[src/hdl/uvs_pkg.sv]
// uvs_pkg: shared constants, types and fixed-point helpers for the uv sphere tessellator
// no dependencies; imported by uvs_div, uvs_sin and uv_sphere_tessellator

package uvs_pkg;

   localparam int UVS_MAX_GRID       = 256;
   localparam int UVS_UNIT_FRAC_BITS = 14;

   localparam int CNT_W   = 9;
   localparam int IDX_W   = 8;
   localparam int RAD_W   = 16;
   localparam int CRN_W   = 16;
   localparam int PHASE_W = 32;
   localparam int NUM_W   = IDX_W + PHASE_W;
   localparam int DEN_W   = CNT_W;

   localparam int DIV_BITS   = 5;
   localparam int DIV_STAGES = NUM_W / DIV_BITS;
   localparam int SIN_LAT    = 7;
   localparam int PIPE_DEPTH = DIV_STAGES + SIN_LAT + 1;

   localparam int ADDR_W = 4;
   localparam int DATA_W = 32;

   localparam logic [1:0] REG_RING_COUNT    = 2'd0;
   localparam logic [1:0] REG_SECTOR_COUNT  = 2'd1;
   localparam logic [1:0] REG_SPHERE_RADIUS = 2'd2;

   localparam logic [CNT_W-1:0] RING_COUNT_RST   = 9'd15;
   localparam logic [CNT_W-1:0] SECTOR_COUNT_RST = 9'd15;
   localparam logic [RAD_W-1:0] RADIUS_RST       = 16'd256;

   localparam logic               FUNC_VERTEX = 1'b0;
   localparam logic               FUNC_QUAD   = 1'b1;

   localparam logic signed [31:0] Q30_ONE = 32'sd1073741824;
   localparam logic [31:0]        QUARTER = 32'h4000_0000;
   localparam logic signed [31:0] SIN_C1  = 32'sd1686629713;
   localparam logic signed [31:0] SIN_C3  = -32'sd693598669;
   localparam logic signed [31:0] SIN_C5  = 32'sd85569306;
   localparam logic signed [31:0] SIN_C7  = -32'sd5026995;
   localparam logic signed [31:0] SIN_C9  = 32'sd172272;

   typedef struct packed {
      logic             valid;
      logic             kind;
      logic             err;
      logic [CRN_W-1:0] corner_a;
      logic [CRN_W-1:0] corner_b;
      logic [CRN_W-1:0] corner_c;
      logic [CRN_W-1:0] corner_d;
   } meta_type;

   // a*b/2^30, rounded half away from zero
   function automatic logic signed [31:0] mul_q30(input logic signed [31:0] a,
                                                   input logic signed [31:0] b);
      logic        neg;
      logic [31:0] ua;
      logic [31:0] ub;
      logic [63:0] p;
      logic [31:0] r;
      neg = a[31] ^ b[31];
      ua  = a[31] ? 32'(-a) : 32'(a);
      ub  = b[31] ? 32'(-b) : 32'(b);
      p   = 64'(ua) * 64'(ub) + 64'h2000_0000;
      r   = p[61:30];
      return neg ? $signed(-r) : $signed(r);
   endfunction

endpackage

[src/hdl/uvs_div.sv]
// uvs_div: pipelined restoring divider, DIV_BITS (5) quotient bits per stage
// depends on uvs_pkg

module uvs_div
   import uvs_pkg::*;
(
   input  logic               clock,
   input  logic [NUM_W-1:0]   num,
   input  logic [DEN_W-1:0]   den,
   output logic [PHASE_W-1:0] quot
);

   logic [NUM_W-1:0] num_ff [DIV_STAGES];
   logic [DEN_W-1:0] rem_ff [DIV_STAGES];
   logic [DEN_W-1:0] den_ff [DIV_STAGES];
   logic [NUM_W-1:0] num_in [DIV_STAGES];
   logic [DEN_W-1:0] rem_in [DIV_STAGES];
   logic [DEN_W-1:0] den_in [DIV_STAGES];

   always_comb begin
      logic [NUM_W-1:0] n;
      logic [DEN_W-1:0] r;
      logic [DEN_W-1:0] d;
      logic [DEN_W:0]   rx;
      logic             ge;
      for (int s = 0; s < DIV_STAGES; s++) begin
         if (s == 0) begin
            n = num;
            r = '0;
            d = den;
         end else begin
            n = num_ff[s-1];
            r = rem_ff[s-1];
            d = den_ff[s-1];
         end
         for (int b = 0; b < DIV_BITS; b++) begin
            rx = {r, n[NUM_W-1]};
            ge = (rx >= {1'b0, d});
            n  = {n[NUM_W-2:0], ge};
            r  = ge ? DEN_W'(rx - {1'b0, d}) : rx[DEN_W-1:0];
         end
         num_in[s] = n;
         rem_in[s] = r;
         den_in[s] = d;
      end
   end

   always_ff @(posedge clock) begin
      for (int s = 0; s < DIV_STAGES; s++) begin
         num_ff[s] <= num_in[s];
         rem_ff[s] <= rem_in[s];
         den_ff[s] <= den_in[s];
      end
   end

   assign quot = num_ff[DIV_STAGES-1][PHASE_W-1:0];

endmodule

[config.mk]
export PLATFORM = sky130hd
export DESIGN_NAME = uvs_div
export DESIGN_NICKNAME = d
export VERILOG_FILES = /design/src/hdl/uvs_pkg.sv /design/src/hdl/uvs_div.sv
export SDC_FILE = /design/constraint.sdc
export NUM_CORES = 1
export LEC_CHECK = 0
export ABC_CLOCK_PERIOD_IN_PS = 18640
export BUFFER_PORTS_ARGS = -buffer_cell sky130_fd_sc_hd__buf_2
export CORE_MARGIN = 2
export CORE_UTILIZATION = 65
export CTS_BUF_LIST = sky130_fd_sc_hd__clkbuf_4 sky130_fd_sc_hd__clkbuf_8
export CTS_CLUSTER_DIAMETER = 30
export DETAILED_ROUTE_END_ITERATION = 8
export GPL_ROUTABILITY_DRIVEN = 0
export PLACE_DENSITY = 0.92
export SLEW_MARGIN = 20
export SYNTH_ARGS = -nofsm -noshare
export SYNTH_HDL_FRONTEND = slang
export SYNTH_SLANG_ARGS = --single-unit
[constraint.sdc]
create_clock -name clock -period 18.64 [get_ports clock]
set_input_delay 2.796 -clock clock [delete_from_list [all_inputs] [get_ports clock]]
set_output_delay 2.796 -clock clock [all_outputs]
set_load 0.005 [all_outputs]
### Yosys cells after proc, flatten, opt, wreduce, memory -nomap -nowiden

Memory sizes are Yosys's and may differ from the RTL's.
Index checks and enable logic that the tools add are counted.

| storage, ports and cells | value |
|---|---|
| input bits | 50 |
| output and inout bits | 32 |
| register bits after elaboration | 0 |
| logic and storage cells | 123 |
| bits in writable memories | 464 |
| memories kept | 3 |

Memories:

| name | depth | width | read ports | clocked after memory_dff | write ports | line | RTL |
|---|---|---|---|---|---|---|---|
| num_ff | 8 | 40 | 8 | 0 | 8 | uvs_div.sv:13 | `logic [NUM_W-1:0] num_ff [DIV_STAGES];` |
| den_ff | 8 | 9 | 7 | 0 | 8 | uvs_div.sv:15 | `logic [DEN_W-1:0] den_ff [DIV_STAGES];` |
| rem_ff | 8 | 9 | 7 | 0 | 8 | uvs_div.sv:14 | `logic [DEN_W-1:0] rem_ff [DIV_STAGES];` |

| cells by class | value |
|---|---|
| $add $sub $neg | 40 |
| magnitude comparators | 40 |
| muxes and demuxes | 40 |

Operators with widths:

| kind | count |
|---|---|
| $ge A10 B9 Y1 | 39 |
| $mux W9 | 40 |
| $sub A9 B9 Y9 | 39 |
| $ge A1 B9 Y1 | 1 |
| $sub A1 B9 Y9 | 1 |

### Longest topological paths before layout

Gate-level depths: netlist (run 1).

| depth | value |
|---|---|
| word-level depth | 10 |
| depth in mapped cells | 54 |
| gate-level depth less buffers | 51 |

### Worst setup path after synthesis (run 1)

OpenSTA, ideal clock, no wires.

| path | value |
|---|---|
| kind | in2reg |
| start | in num[39] |
| end | mem rem_ff[0][1] (netlist name) |
| arrival | 11.383 ns |
| library setup time | 0.141 ns |
| setup slack | 7.116 ns |
| path buffers | 4 |
| data required time | 18.499 ns |
| stages on the path | 44 |
| cell sequence | inv_1 ha_1 nand2b_1 nand4_1 nand2_1 o21ai_0 fa_1 a21o_1 a221oi_1 a21o_1 a21oi_1 nand2b_1 clkbuf_1 mux2_2 ha_1 a21o_1 a21oi_1 o221ai_1 [8 not listed] nor2_1 nand2_1 o21ai_0 o2111ai_1 clkbuf_1 mux2_2 ha_1 a21o_1 a21oi_1 nor2_1 nor2_1 nand2_1 o21ai_0 nand2b_1 nor3_2 nand2b_1 clkbuf_1 o221ai_1 |

RTL lines:

| element | line | RTL |
|---|---|---|
| start: declaration | uvs_div.sv:8 | `input logic [NUM_W-1:0] num,` |
| end: declaration | uvs_div.sv:14 |  |

==> results of run 1 <==
state kept, by name (all words and copies together), names as in the netlist:
signal  cells
den_ff     63
num_ff    259
rem_ff     63
cells in the final DEF, fill, tap and decap left out, types with 15 or more instances in the layout:
cell type / n
or2_2: 18
nor2_1: 171
mux2_2: 135
o21ai_0: 125
ha_1: 353
o21a_1: 44
mux2_1: 21
a21oi_1: 243
o211ai_1: 15
a211oi_1: 20
nand2b_1: 46
a21o_1: 105
nand2_1: 124
mux2i_1: 49
dfxtp_1: 385
inv_1: 229
xnor2_1: 138
clkbuf_8: 86
buf_2: 81
nand4_1: 58
xor2_1: 88
nor3_1: 42
o31ai_1: 16
nor2b_1: 66
fa_1: 38
o21bai_1: 33
cell usage after synthesis (21+ instances only):
cell        n  share of area (%)
nor3_1     42               0.80
fa_1       38                2.9
buf_4      33               0.95
o21a_1     44                1.3
o21ai_0   125                2.4
a21oi_1   243                4.7
xnor2_1   138                4.6
mux2_2    135                5.8
mux2i_1    49                1.9
inv_1     229                3.3
nand2b_1   46                1.1
mux2_1     21               0.91
o21bai_1   34               0.98
nor2b_1    66                1.6
nand4_1    58                1.4
nor2_1    171                2.5
a21o_1    105                3.0
nand2_1   124                1.8
ha_1      353                 17
xor2_1     88                3.0
dfxtp_1   385                 30
metal layers:
metal | global-route usage (%) | vias to the layer above
li1 | - | 10300
met1 | 35.6 | 10400
met2 | 54.5 | 1310
met3 | 6.46 | 439
met4 | 22.0 | 0
met5 | 0 | -
area by class of cell:
class / count / share of cell area, %
Clock inverter: 41 / 1.60
Sequential cell: 385 / 27.0
Tap cell: 525 / 2.30
Multi-Input combinational cell: 2145 / 60.1
Clock buffer: 94 / 4.35
Inverter: 240 / 3.15
Timing Repair Buffer: 86 / 1.55
final timing paths:
| path | endpoint | slack [ns] | cells after the start |
|---|---|---|---|
| max | rem_ff[5][2] | 6.17 | 42 |
| min | num_ff[0][103] | 0.31 | 0 |
| max reg2reg | rem_ff[5][2] | 6.17 | 42 |
| min reg2reg | num_ff[0][103] | 0.31 | 0 |
worst reg2reg max path: cells and delay by family, from the launching register on:
kind / cells / cell delay, ns
AOI/OAI and AO/OA: 21 / 5.91
adders and majority gates: 5 / 1.89
and+or+nand+nor: 10 / 1.88
muxes: 4 / 1.67
DFF: 1 / 0.55
buffers and inverters: 2 / 0.47
cells by family after synthesis:
kind of cell / after synthesis
AOI/OAI and AO/OA: 718
xor gates and xnor gates: 226
adders and majority gates: 391
buffers and inverters: 301
DFF: 385
muxes: 213
and+or+nand+nor: 597
through the flow:
stage | instances | util (%) | cell area, sq um
5_1_grt | 3516 | 71.9 | 28600
6_report | 3516 | 71.9 | 28600
3_3_place_gp | 3381 | 67.6 | 26900
4_1_cts | 3516 | 71.9 | 28600
2_1_floorplan | 2831 | - | 26100
3_5_place_dp | 3381 | 67.6 | 26900
==> run_results.csv, run 1 <==
group,metric,value,unit
run_status,status,"finished clean",
route,drt_wl_total,67200,um
die,start_util,65.7,%
worst_setup_path,crit_path_max_incr_delay,0.57,ns
worst_setup_path,cp.arrival,13.01,ns
global_routing,grt_start_max_net_pins,18,
final_layout,synthToLayoutAreaGrowth,9.36,%
global_routing,grt_pass1_vias,23400,
sta,setup_slack,6.17,ns
global_routing,gr-usage-all-layers,31.8,%
cts,clockBufferDepth,3,
cts,cts_tree,"yes",
route,ant_nets,0,
synth,ys_ff_latch,385,
worst_setup_path,cp_top_family,"compound AO/OA/AOI/OAI gates",
synth,ys_warn_count,0,
route,viasPerCell,6.40,
global_routing,grt_pass1_wl,110000,um
worst_setup_path,critPathKind,"reg -> reg",
route,dr_wl_met3,5200,um
route,firstDrtPassIters,8,
worst_hold_path,hold_start,"num_ff[0][58]",
cts,post_cts_buffers,0,
cts,clk_pin_slew_worst_paths,0.06,ns
worst_setup_path,slowest_stage,"o21ai_0",
route,vias,22500,
synth,synth_cells,2831,
synth,postSynthAreaPerCell,9.23,sq um
sta,fmax,80.2,MHz
synth,synth_compound_area_share,17.7,%
route,m1WireLength,25200,um
route,wl_met2,32300,um
route,wire_per_inst,19.1,um
global_routing,overflow,0,
synth,synthMuxAreaShare,9.09,%
sta,drv_slew,0,
synth,syn_nets,3272,
worst_setup_path,worstPathRequired,19.18,ns
synth,synth_edf_count,0,
worst_setup_path,cp_max_fo,12,
run,max-cap-violations,0,
worst_setup_path,worst-path-buf-inv,2,
sta,min_period,12.47,ns
synth,yosys.area_share.adder,19.8,%
sta,relSlewSlack,24.3,%
worst_setup_path,startpoint,"den_ff[4][1]",
sta,fin_crit_sh,66.9,%
sta,tightest_slew,1.13,ns
cts,cts_root_buf,"clkbuf_8",
synth,yosys.cell_types.count,85,
place,io_buffers,81,
final_layout,antennaDiodeCount,0,
die,dieHeight,204,um
worst_hold_path,hp-class,"reg -> reg",
place,dpl_worst_slack,5.75,ns
synth,synth_top_family_by_area,"adder cells",
worst_setup_path,path_common_cell,"o21ai_0",
synth,synth-seq-area-share,29.5,%
sta,hold_violations,0,
synth,synth_xor_area_share,7.58,%
final_layout,multi_input_area,17200,sq um
synth,synthArstFlopShare,0,%
die,io_pins,82,
route,first_iter_violations,1977,
synth,syn_area,26100,sq um
worst_setup_path,start_kind,"register",
die,die_w,204,um
synth,synth_simple_gate_area_share,11.4,%
die,core,39700,sq um
worst_setup_path,timing.rr.start,"den_ff[4][1]",
die,dieArea,41800,sq um
cts,cts_buffers,76,
die,row_count,73,
sta,setup_viol,0,
route,drc,0,
cts,cts.sinks,385,
sta,finClkSkew,0.0399,ns
cts,cts_max_level,3,
cts,cts_resized,0,
worst_setup_path,endpoint_kind,"register",
synth,ys.flop_type,"dfxtp_1",
sta,rsz0062_at_grt,"false",
global_routing,antenna_found_initial,0,
place,hpwl,48100,um
final_layout,nFillCells,2516,
sta,holdWs,0.314,ns
route,top_layer,"met4",
cts,clock_latency,0.68,ns
sta,finalSetupTns,0,ns
final_layout,register_area,7710,sq um
cts,ctsHoldBuffers,0,
final_layout,drive_above_1_share,13.9,%
final_layout,fin_nets,3375,
Power of run 1 is left out: the tool's default activity adds up to more than one toggle a clock period on the data nets, which glitch-free logic cannot reach.
==> inputs of run 2 (changes only) <==
--- a/config.mk
+++ b/config.mk
@@ -5,15 +5,15 @@
 export SDC_FILE = /design/constraint.sdc
 export NUM_CORES = 1
 export LEC_CHECK = 0
-export ABC_CLOCK_PERIOD_IN_PS = 18640
+export ABC_CLOCK_PERIOD_IN_PS = 11200
 export BUFFER_PORTS_ARGS = -buffer_cell sky130_fd_sc_hd__buf_2
 export CORE_MARGIN = 2
-export CORE_UTILIZATION = 65
+export CORE_UTILIZATION = 59
 export CTS_BUF_LIST = sky130_fd_sc_hd__clkbuf_4 sky130_fd_sc_hd__clkbuf_8
 export CTS_CLUSTER_DIAMETER = 30
 export DETAILED_ROUTE_END_ITERATION = 8
 export GPL_ROUTABILITY_DRIVEN = 0
-export PLACE_DENSITY = 0.92
+export PLACE_DENSITY = 0.88
 export SLEW_MARGIN = 20
 export SYNTH_ARGS = -nofsm -noshare
 export SYNTH_HDL_FRONTEND = slang
==> constraint.sdc (replaced) <==
create_clock -name clock -period 11.2 [get_ports clock]
set_input_delay 1.68 -clock clock [delete_from_list [all_inputs] [get_ports clock]]
set_output_delay 1.68 -clock clock [all_outputs]
set_load 0.005 [all_outputs]
==> run 2 against run 1 <==
Cell count increased by 2.9%. Non-clock buffer count grew 27. Die area up 10%. Clock skew increased by 0.00069 ns. Worst hold slack got worse by 0.016 ns. Critical endpoint is now num_ff[1][120]. Flip-flop and latch count stayed put. Routed wire length fell by 4.4%. Core utilization shrank 5.8 points. First-iteration DRC count down 11%.
==> run_results.csv, run 2 (synthesis gave the netlist of run 1 again) <==
group,metric,value,unit
run_status,status,"finished clean",
die,dieHeight,214,um
final_layout,top_register,"num_ff",
die,start_util,59.5,%
worst_setup_path,critPathKind,"reg -> reg",
sta,fin_crit_sh,95.8,%
worst_hold_path,hold_depth,0,
worst_setup_path,cp_max_fo,15,
place,hpwl,47800,um
sta,hold_violations,0,
global_routing,grt_pass1_vias,22100,
die,io_pins,82,
sta,rsz0062_at_grt,"true",
place,io_buffers,81,
final_layout,fin_nets,3405,
cts,cts_root_buf,"clkbuf_8",
final_layout,drive_above_1_share,16.1,%
route,wire_per_inst,17.7,um
die,die_w,214,um
worst_setup_path,endpoint_kind,"register",
route,viasPerCell,6.04,
sta,fmax,93.2,MHz
worst_setup_path,worstPathRequired,11.72,ns
sta,finalSetupTns,0,ns
final_layout,nFillCells,3241,
sta,finClkSkew,0.0406,ns
route,drt_wl_total,64200,um
route,drc,0,
worst_hold_path,hp-class,"reg -> reg",
global_routing,grt_pass1_wl,104000,um
cts,cts_max_level,3,
route,first_iter_violations,1761,
global_routing,gr-usage-all-layers,27.0,%
final_layout,largest_reg_flops,259,
sta,min_period,10.73,ns
sta,drv_slew,0,
final_layout,finalCoreUtilization,66.1,%
place,post-place-cells,3458,
worst_setup_path,start_kind,"register",
worst_setup_path,reg2reg_depth,47,
cts,cts_tree,"yes",
global_routing,grt_start_max_net_pins,18,
final_layout,layout_commonest_cell,"dfxtp_1",
global_routing,overflow,0,
route,vias,21800,
cts,clock_latency,0.66,ns
sta,setup_viol,0,
worst_setup_path,crit_path_max_incr_delay,0.50,ns
global_routing,antenna_found_initial,2,
final_layout,synthToLayoutAreaGrowth,11.2,%
run,max-cap-violations,0,
sta,relSlewSlack,42.9,%
worst_setup_path,slowest_stage,"a311o_2",
cts,cts_buffers,79,
cts,clk_pin_slew_worst_paths,0.07,ns
sta,holdWs,0.298,ns
cts,cts.sinks,385,
sta,tightest_slew,0.833,ns
route,firstDrtPassIters,6,
worst_setup_path,rrSetupSlack,0.47,ns
cts,ctsHoldBuffers,0,
final_layout,register_area,7720,sq um
cts,clockBufferDepth,3,
final_layout,most-common-layout-cells,"377 x dfxtp_1, 353 x ha_1, 239 x a21oi_1",
die,dieArea,46000,sq um
final_layout,final_cells,3617,
final_layout,top_regs,"num_ff x259, den_ff x63, rem_ff x63",
die,core,43900,sq um
final_layout,multi_input_area,17300,sq um
route,ant_nets,0,
worst_setup_path,cp.arrival,11.25,ns
die,row_count,77,
-- run 2: final timing paths --
kind	from	to
max	num_ff[1][119]	num_ff[1][120]
min	num_ff[0][153]	num_ff[1][38]
max reg2reg	num_ff[1][119]	num_ff[1][120]
min reg2reg	num_ff[0][153]	num_ff[1][38]
-- run 2: layer usage --
metal  vias to the layer above  global-route usage [%]  share of wire (%)  wire (um)
met5                         -                       0                  0          0
met4                         0                    15.1                5.1       3250
met3                       275                    5.84                7.2       4600
met2                       965                    46.4                 48      30600
met1                     10200                    31.3                 40      25700
li1                      10300                       -                  -          -
-- run 2: critical path: cells and delay by family (launching register included) --
kind	cells	cell delay (ns)
simple gates	9	1.27
compound gates	25	5.36
flops	1	0.38
mux	5	1.40
fa+ha+maj	6	1.93
buf+inv	2	0.23
-- run 2: final cells by class --
cell class / instances / share of cell area (%)
diodes: 1 / 0.00861
clock buffers: 102 / 4.57
clock inverters: 39 / 1.41
inverters: 240 / 3.13
multi-input cells: 2145 / 59.5
flip-flops and latches: 385 / 26.6
well taps: 592 / 2.55
repair buffers: 113 / 2.27
-- run 2: repair_timing --
action | CTS | global route
endpoints found under the setup margin | 9 | 70
setup buffers | 2 | 15
resized for setup | 1 | 61
endpoints found under the hold margin | 0 | 0
pin swaps | 0 | 3
-- run 2: per-stage QoR --
step	instance area (sq um)	worst slack, ns
after floorplan	26100	0.792
after global placement	27000	0.269
after detailed placement	27000	-0.229
after CTS	28800	0.0244
after global routing	29100	-0.146
final	29100	0.472
Power of run 2 is left out for the same reason.
